**config.mk**
```make
export PLATFORM = sky130hd
export DESIGN_NAME = fixed_capacity_multiset_bag
export DESIGN_NICKNAME = d
export VERILOG_FILES = /design/src/hdl/fcmb_pkg.sv /design/src/hdl/fcmb_out_reg.sv /design/src/hdl/fixed_capacity_multiset_bag.sv
export SDC_FILE = /design/constraint.sdc
export NUM_CORES = 1
export LEC_CHECK = 0
export BUFFER_PORTS_ARGS = -buffer_cell sky130_fd_sc_hd__buf_4
export CAP_MARGIN = 20
export CORE_UTILIZATION = 30
export CTS_CLUSTER_SIZE = 30
export DETAILED_ROUTE_END_ITERATION = 6
export GPL_TIMING_DRIVEN = 0
export PLACE_DENSITY = 0.49
export SLEW_MARGIN = 20
export SYNTH_ARGS = -nofsm -noshare
export SYNTH_HDL_FRONTEND = slang
export SYNTH_SLANG_ARGS = --single-unit
```
**constraint.sdc**
```tcl
create_clock -name clk_i -period 4.7 [get_ports clk_i]
set_input_delay 0.94 -clock clk_i [delete_from_list [all_inputs] [get_ports clk_i]]
set_output_delay 0.94 -clock clk_i [all_outputs]
set_load 0.02 [all_outputs]
```
**src/hdl/fcmb_pkg.sv**
```systemverilog
`default_nettype none

package fcmb_pkg;

  // Defaults for the top-level parameters
  localparam int unsigned CapacityDefault = 16;
  localparam int unsigned ItemBitsDefault = 32;

  // Widths of the fixed result fields
  localparam int unsigned OutCntBits = 5;

  typedef enum logic [1:0] {
    OP_ADD    = 2'd0,
    OP_REMOVE = 2'd1,
    OP_CLEAR  = 2'd2,
    OP_QUERY  = 2'd3
  } op_e;

  typedef struct packed {
    logic                  accepted;
    logic [OutCntBits-1:0] match_count;
    logic [OutCntBits-1:0] entry_count;
    logic                  is_empty;
  } result_t;

endpackage

`default_nettype wire

```
**src/hdl/fcmb_out_reg.sv**
```systemverilog
`default_nettype none

module fcmb_out_reg (
  input  wire logic             clk_i,
  input  wire logic             rst_ni,
  input  wire logic             load_valid_i,
  output logic                  load_ready_o,
  input  wire fcmb_pkg::result_t load_i,
  output logic                  out_valid_o,
  input  wire logic             out_ready_i,
  output fcmb_pkg::result_t     out_o
);

  logic              valid_q;
  logic              valid_d;
  fcmb_pkg::result_t data_q;

  // Take a new result when empty or when the held one leaves this cycle
  assign load_ready_o = !valid_q || out_ready_i;

  always_comb begin
    valid_d = valid_q;
    if (load_valid_i && load_ready_o) begin
      valid_d = 1'b1;
    end else if (out_ready_i) begin
      valid_d = 1'b0;
    end
  end

  always_ff @(posedge clk_i or negedge rst_ni) begin
    if (!rst_ni) begin
      valid_q <= 1'b0;
    end else begin
      valid_q <= valid_d;
    end
  end

  always_ff @(posedge clk_i) begin
    if (load_valid_i && load_ready_o) begin
      data_q <= load_i;
    end
  end

  assign out_valid_o = valid_q;
  assign out_o       = data_q;

endmodule

`default_nettype wire

```
**src/hdl/fixed_capacity_multiset_bag.sv**
```systemverilog
// Fixed-capacity multiset (array bag).
//
// Input channel: in_valid_i / in_ready_o carry one command transaction with
// operation_i (add, remove first match, clear, query) and item_value_i.
// Output channel: out_valid_o / out_ready_i carry one result transaction per
// command: accepted_o, match_count_o, entry_count_o and is_empty_o.
//
// Entries live in a memory of CAPACITY words with a registered read; one
// command is worked on at a time. Add and clear go straight to the response
// state. Query scans all N stored entries, as the read port visits one entry
// per cycle. Remove scans up to the first match, then reads the last entry
// and writes it into the freed slot; with no match it scans all N entries.
// Every result passes through the response state and the output register,
// and the block returns to idle before the next command is taken.
//
// Reset clears the entry count and the control state; memory contents are
// not cleared and are never read before being written.
// The result sits in an output register: a stalled receiver does not block
// the next command, which is taken and worked on until its own result is
// ready and the output register is still full.
`default_nettype none

module fixed_capacity_multiset_bag #(
  parameter int unsigned CAPACITY  = fcmb_pkg::CapacityDefault,
  parameter int unsigned ITEM_BITS = fcmb_pkg::ItemBitsDefault
) (
  input  wire logic        clk_i,
  input  wire logic        rst_ni,
  input  wire logic        in_valid_i,
  output logic             in_ready_o,
  input  wire logic [1:0]  operation_i,
  input  wire logic signed [31:0] item_value_i,
  output logic             out_valid_o,
  input  wire logic        out_ready_i,
  output logic             accepted_o,
  output logic [4:0]       match_count_o,
  output logic [4:0]       entry_count_o,
  output logic             is_empty_o
);

  localparam int unsigned CntW  = $clog2(CAPACITY + 1);
  localparam int unsigned AddrW = (CAPACITY > 1) ? $clog2(CAPACITY) : 1;
  localparam int unsigned OutW  = fcmb_pkg::OutCntBits;

  typedef enum logic [4:0] {
    ST_IDLE  = 5'b00001,
    ST_SCAN  = 5'b00010,
    ST_MOVE  = 5'b00100,
    ST_WRITE = 5'b01000,
    ST_RESP  = 5'b10000
  } state_e;

  state_e state_q, state_d;

  // Command being worked on
  fcmb_pkg::op_e        op_q, op_d;
  logic [ITEM_BITS-1:0] val_q, val_d;

  // Stored entry count
  logic [CntW-1:0] total_q, total_d;

  // Scan control: issue index, compare stage, first-match slot
  logic [CntW-1:0]  idx_q, idx_d;
  logic             cmp_vld_q, cmp_vld_d;
  logic [AddrW-1:0] cmp_idx_q, cmp_idx_d;
  logic [AddrW-1:0] where_q, where_d;

  // Result under construction
  logic            acc_q, acc_d;
  logic [CntW-1:0] match_q, match_d;

  // Entry memory
  logic [ITEM_BITS-1:0] mem_q [CAPACITY];
  logic [ITEM_BITS-1:0] rdata_q;
  logic                 mem_we;
  logic [AddrW-1:0]     mem_waddr;
  logic [ITEM_BITS-1:0] mem_wdata;
  logic                 mem_re;
  logic [AddrW-1:0]     mem_raddr;

  logic                 in_fire;
  logic                 hit;
  logic                 scan_done;
  logic [CntW-1:0]      total_m1;
  logic [ITEM_BITS-1:0] in_val;

  // Result hand-off to the output register
  logic              res_valid;
  logic              res_ready;
  fcmb_pkg::result_t res;
  fcmb_pkg::result_t out_res;
  logic [CntW+OutW-1:0] match_wide;
  logic [CntW+OutW-1:0] total_wide;

  assign in_ready_o = (state_q == ST_IDLE);
  assign in_fire    = in_valid_i && in_ready_o;

  // Keep the low ITEM_BITS of the 32-bit pattern, zero above it
  assign in_val   = ITEM_BITS'($unsigned(item_value_i));
  assign total_m1 = total_q - 1'b1;

  // Compare stage sees the registered read data of the previous cycle
  assign hit       = cmp_vld_q && (rdata_q == val_q);
  assign scan_done = !cmp_vld_q && (idx_q == total_q);

  always_comb begin
    state_d   = state_q;
    op_d      = op_q;
    val_d     = val_q;
    total_d   = total_q;
    idx_d     = idx_q;
    cmp_vld_d = 1'b0;
    cmp_idx_d = cmp_idx_q;
    where_d   = where_q;
    acc_d     = acc_q;
    match_d   = match_q;
    mem_we    = 1'b0;
    mem_waddr = total_q[AddrW-1:0];
    mem_wdata = in_val;
    mem_re    = 1'b0;
    mem_raddr = idx_q[AddrW-1:0];

    unique case (state_q)
      ST_IDLE: begin
        if (in_fire) begin
          op_d    = fcmb_pkg::op_e'(operation_i);
          val_d   = in_val;
          idx_d   = '0;
          match_d = '0;
          acc_d   = 1'b0;
          state_d = ST_RESP;
          unique case (fcmb_pkg::op_e'(operation_i))
            fcmb_pkg::OP_ADD: begin
              // Append at the end of the occupied part when there is room
              if (total_q < CntW'(CAPACITY)) begin
                mem_we  = 1'b1;
                total_d = total_q + 1'b1;
                acc_d   = 1'b1;
              end
            end
            fcmb_pkg::OP_CLEAR: begin
              total_d = '0;
              acc_d   = 1'b1;
            end
            fcmb_pkg::OP_REMOVE, fcmb_pkg::OP_QUERY: begin
              if (total_q != '0) begin
                state_d = ST_SCAN;
              end
            end
            default: begin
              state_d = ST_RESP;
            end
          endcase
        end
      end

      ST_SCAN: begin
        // Issue one read per cycle while entries remain
        if (idx_q < total_q) begin
          mem_re    = 1'b1;
          idx_d     = idx_q + 1'b1;
          cmp_vld_d = 1'b1;
          cmp_idx_d = idx_q[AddrW-1:0];
        end
        if (op_q == fcmb_pkg::OP_REMOVE) begin
          if (hit) begin
            where_d   = cmp_idx_q;
            cmp_vld_d = 1'b0;
            state_d   = ST_MOVE;
          end else if (scan_done) begin
            acc_d   = 1'b0;
            state_d = ST_RESP;
          end
        end else begin
          if (hit) begin
            match_d = match_q + 1'b1;
          end
          if (scan_done) begin
            acc_d   = (match_q != '0);
            state_d = ST_RESP;
          end
        end
      end

      ST_MOVE: begin
        // Fetch the last entry to fill the freed slot
        mem_re    = 1'b1;
        mem_raddr = total_m1[AddrW-1:0];
        state_d   = ST_WRITE;
      end

      ST_WRITE: begin
        mem_we    = 1'b1;
        mem_waddr = where_q;
        mem_wdata = rdata_q;
        total_d   = total_m1;
        acc_d     = 1'b1;
        state_d   = ST_RESP;
      end

      ST_RESP: begin
        // Hold until the output register has room
        if (res_ready) begin
          state_d = ST_IDLE;
        end
      end

      default: begin
        state_d = ST_IDLE;
      end
    endcase
  end

  always_ff @(posedge clk_i or negedge rst_ni) begin
    if (!rst_ni) begin
      state_q   <= ST_IDLE;
      total_q   <= '0;
      cmp_vld_q <= 1'b0;
    end else begin
      state_q   <= state_d;
      total_q   <= total_d;
      cmp_vld_q <= cmp_vld_d;
    end
  end

  always_ff @(posedge clk_i) begin
    op_q      <= op_d;
    val_q     <= val_d;
    idx_q     <= idx_d;
    cmp_idx_q <= cmp_idx_d;
    where_q   <= where_d;
    acc_q     <= acc_d;
    match_q   <= match_d;
  end

  // Entry memory: one write and one registered read per cycle
  always_ff @(posedge clk_i) begin
    if (mem_we) begin
      mem_q[mem_waddr] <= mem_wdata;
    end
    if (mem_re) begin
      rdata_q <= mem_q[mem_raddr];
    end
  end

  // Report the low bits of the counts
  assign match_wide = (CntW + OutW)'(match_q);
  assign total_wide = (CntW + OutW)'(total_q);

  assign res_valid       = (state_q == ST_RESP);
  assign res.accepted    = acc_q;
  assign res.match_count = match_wide[OutW-1:0];
  assign res.entry_count = total_wide[OutW-1:0];
  assign res.is_empty    = (total_q == '0);

  fcmb_out_reg u_out_reg (
    .clk_i        (clk_i),
    .rst_ni       (rst_ni),
    .load_valid_i (res_valid),
    .load_ready_o (res_ready),
    .load_i       (res),
    .out_valid_o  (out_valid_o),
    .out_ready_i  (out_ready_i),
    .out_o        (out_res)
  );

  assign accepted_o    = out_res.accepted;
  assign match_count_o = out_res.match_count;
  assign entry_count_o = out_res.entry_count;
  assign is_empty_o    = out_res.is_empty;

`ifndef SYNTH
  a_total_bound: assert property (@(posedge clk_i) disable iff (!rst_ni)
    total_q <= CntW'(CAPACITY))
    else $error("entry count above capacity");

  a_scan_bound: assert property (@(posedge clk_i) disable iff (!rst_ni)
    state_q == ST_SCAN |-> idx_q <= total_q)
    else $error("scan index past entry count");

  a_write_shrinks: assert property (@(posedge clk_i) disable iff (!rst_ni)
    state_q == ST_WRITE |=> total_q == $past(total_q) - 1'b1)
    else $error("remove did not shrink the count by one");

  a_add_has_room: assert property (@(posedge clk_i) disable iff (!rst_ni)
    mem_we && state_q == ST_IDLE |-> total_q < CntW'(CAPACITY))
    else $error("append into a full store");
`endif

endmodule

`default_nettype wire

```
==> results.json <==
{
  "cp_data_required_time_ns": 5.17,
  "worst_margin_slew_ns": 1.11,
  "worst_clock_skew_ns": 0.0180,
  "grt_use_met3_pct": 2.59,
  "synth_seq_area_share_pct": 71.6,
  "grt_use_met1_pct": 25.4,
  "grt_pass1_wl_mm": 117,
  "layout-drive-gt1-share_pct": 13.3,
  "post-dp-hpwl_mm": 55.7,
  "antenna-diode-count": 0,
  "synth.cell_area_sq_mm": 0.0260,
  "yosys_reg_bits": 621,
  "pin_count_of_the_biggest_net_entering_global_routing": 38,
  "multiInputGateArea_sq_mm": 0.00686,
  "place_inst": 3068,
  "drt-wirelength-per-cell_um": 25.7,
  "clock-root-buffer": "sky130_fd_sc_hd__clkbuf_16",
  "maxCapViolCount": 0,
  "netlist.top_cell.by_area": "sky130_fd_sc_hd__edfxtp_1",
  "via_count": 16899,
  "grt_antenna_before_repair": 1,
  "yosys_warnings": 0,
  "postSynthCellCount": 1846,
  "detail-route-antenna-nets": 0,
  "post_synth.cell_area_avg_sq_um": 14.1,
  "setup.worst_path.end_class": "flip-flop",
  "r2r_cells": 11,
  "worst_ep_arrival_time_ns": 5.15,
  "critical_path_peak_fanout": 12,
  "final_critical_path_setup_slack_ns": 0.0238,
  "floorplan.core_area_sq_mm": 0.0854,
  "synth.lib_cells_used.distinct": 61,
  "initial_utilization_pct": 30.4,
  "clk-insertion-delay-late_ns": 0.62,
  "synth.net_count": 1895,
  "start_kind": "flip-flop",
  "clock_sink_count": 621,
  "worst_setup_hold_path_clk_slew_ns": 0.06,
  "cts.path.max_buffers": 3,
  "place.port_buffers": 51,
  "vdd_drop_max_mv": 0.275,
  "grt_pass1_vias": 16630,
  "cts_tree": "built",
  "cts_max_level": 3,
  "initialDrtViolationCount": 1733,
  "grt_util_met2_pct": 30.6,
  "detail_route.first_pass.iterations": 5,
  "die_area_sq_mm": 0.0878,
  "hold_class": "in2async",
  "i_o_pins": 52,
  "final_min_period_over_clock_period_pct": 99.5,
  "timing_hold_violations_final": 0,
  "setup.worst_path.class": "reg2reg",
  "vias_per_cell": 5.29,
  "drcViolationCount": 0,
  "final-setup-viol-count": 0,
  "synthFlopType": "sky130_fd_sc_hd__edfxtp_1",
  "synth_top_cell_area_share_pct": 70.4,
  "final_cells": 3192,
  "number_of_placement_rows": 107,
  "grt-ovfl-total": 0,
  "regArea_sq_mm": 0.0186,
  "fin_crit_ns": 4.68,
  "status": "complete, no violations",
  "library_cell_with_the_highest_instance_count_after_synthesis": "sky130_fd_sc_hd__edfxtp_1",
  "grt_busiest_layer": "met2",
  "areaGrowthSynthToFinish_pct": 18.2,
  "net_total_in_the_final_layout": 2044,
  "gp_congestion": 0.825,
  "dpl_worst_slack_ns": -0.654,
  "fp.dieH_um": 296,
  "dieWidth_um": 296,
  "synth.area.top_cells": "sky130_fd_sc_hd__edfxtp_1 70%, sky130_fd_sc_hd__nand2_1 3.3%, sky130_fd_sc_hd__mux2i_1 2.4%",
  "power.leakage_nw": 10.2,
  "synth_enable_flop_cells": 609,
  "cts_inserted_buffers": 70,
  "global_routing_usage_summed_across_all_routing_layers_pct": 18.7,
  "relative_max_transition_margin_pct": 25.3,
  "filler_cell_count": 8264,
  "final-max-slew-violation-count": 0,
  "asyncSetResetFlopFracSynth_pct": 1.93,
  "fmax_mhz": 214,
  "p_per_area_mw_per_mm2": 498,
  "synth_commonest_cells": "609 x sky130_fd_sc_hd__edfxtp_1, 229 x sky130_fd_sc_hd__nand2_1, 102 x sky130_fd_sc_hd__nor2_1, 91 x sky130_fd_sc_hd__clkbuf_1, 75 x sky130_fd_sc_hd__a21oi_1",
  "routed_wirelength_mm": 82.1,
  "grt_setup_unrepaired": "no",
  "finish.utilization_pct": 36.0
}
==> cell usage in the layout, fill, tap and decap left out, drive strengths merged, types with 4 or more instances in the layout <==
cell,count
ha,11
a211o,61
xor2,14
nand2,229
o21ai,21
dfrtp,11
a32oi,32
a211oi,95
clkinv,23
nor2,102
a221oi,32
nor3,11
and3,5
buf,115
nand3,19
mux2i,63
nor3b,4
a31oi,41
inv,35
nand4,9
and2,4
edfxtp,609
o22ai,67
o31ai,7
xnor2,22
clkbuf,183
nor4,66
a21oi,75
nor2b,35
clkinvlp,4
nand2b,6
==> routing by layer <==
metal | vias up | routed length (um)
met1 | 8608 | 35700
met3 | 139 | 4990
li1 | 7554 | -
met2 | 598 | 38900
met4 | 0 | 2440
met5 | - | 0
==> final cells by class <==
type	count	share of cell area, %
plain buffers	127	1.85
clock buffers	94	6.10
flip-flops and latches	621	60.5
clock inverters	31	0.937
inverters	34	0.436
well taps	1144	4.66
repair buffers	79	3.14
multi-input cells	1062	22.3
==> report_power, final <==
part | internal [W] | switching (W) | total [W]
logic | 0.000995 | 0.00252 | 0.00351
clock network | 0.00298 | 0.00223 | 0.00521
registers | 0.00641 | 0.000148 | 0.00655
==> final timing paths <==
check	slack, ns	endpoint	start
worst min register to register	0.42	where_q[1]	cmp_idx_q[1]
worst min-delay path	0.17	state_q[4]	rst_ni
worst max-delay path	0.02	rdata_q[26]	total_q[0]
min in group clk_i	0.42	where_q[1]	cmp_idx_q[1]
worst max register to register	0.02	rdata_q[26]	total_q[0]
max in group asynchronous	4.30	state_q[0]	rst_ni
==> state kept, by name (all words and copies together), names as in the netlist <==
name / flops
mem_q: 512
rdata_q: 32
val_q: 32
u_out_reg.out_o: 12
idx_q: 5
match_q: 5
state_q: 5
total_q: 5
cmp_idx_q: 4
where_q: 4
op_q: 2
acc_q: 1
cmp_vld_q: 1
u_out_reg.out_valid_o: 1
==> through the flow <==
step                      setup TNS [ns]  hold slack [ns]  cell area (sq um)  power (W)
final                                  0            0.168              30700     0.0153
after detailed placement          -33.28            0.409              28500     0.0101
after floorplan                        0            0.400              26000    0.00868
after global placement          -1205.05            0.404              27800     0.0101
after CTS                              0            0.161              30700     0.0154
after global routing                   0            0.165              30700     0.0158
==> timing repair <==
item                       4_1_cts  5_1_grt
hold buffers                     0        0
gates resized for setup         11       18
setup buffers                    0        1
setup endpoints to repair      131       62
pin swaps                        1        2
==> worst max-delay path, stage by stage, from the launching register on <==
cell,delay (ns)
sky130_fd_sc_hd__dfrtp_2,0.58
sky130_fd_sc_hd__inv_1,0.51
sky130_fd_sc_hd__clkbuf_2,0.40
sky130_fd_sc_hd__ha_1,0.28
sky130_fd_sc_hd__clkbuf_1,0.25
sky130_fd_sc_hd__clkinvlp_4,0.28
sky130_fd_sc_hd__nand3_1,0.09
sky130_fd_sc_hd__o21ai_1,0.62
sky130_fd_sc_hd__clkbuf_1,0.59
sky130_fd_sc_hd__a211oi_1,0.18
sky130_fd_sc_hd__nor4_1,0.54
sky130_fd_sc_hd__a211o_1,0.19
==> cell families after synthesis <==
family	count (synthesis)	synth area share, %
flip-flops	621	71.6
AND/OR/NAND/NOR	501	8.81
AO/OA/AOI/OAI	450	12.8
buffers and inverters	163	2.60
multiplexers	64	2.47
XOR/XNOR	36	1.21
adder cells (fa/ha/maj)	11	0.530
No activity file was read; power rests on OpenSTA's default activity.
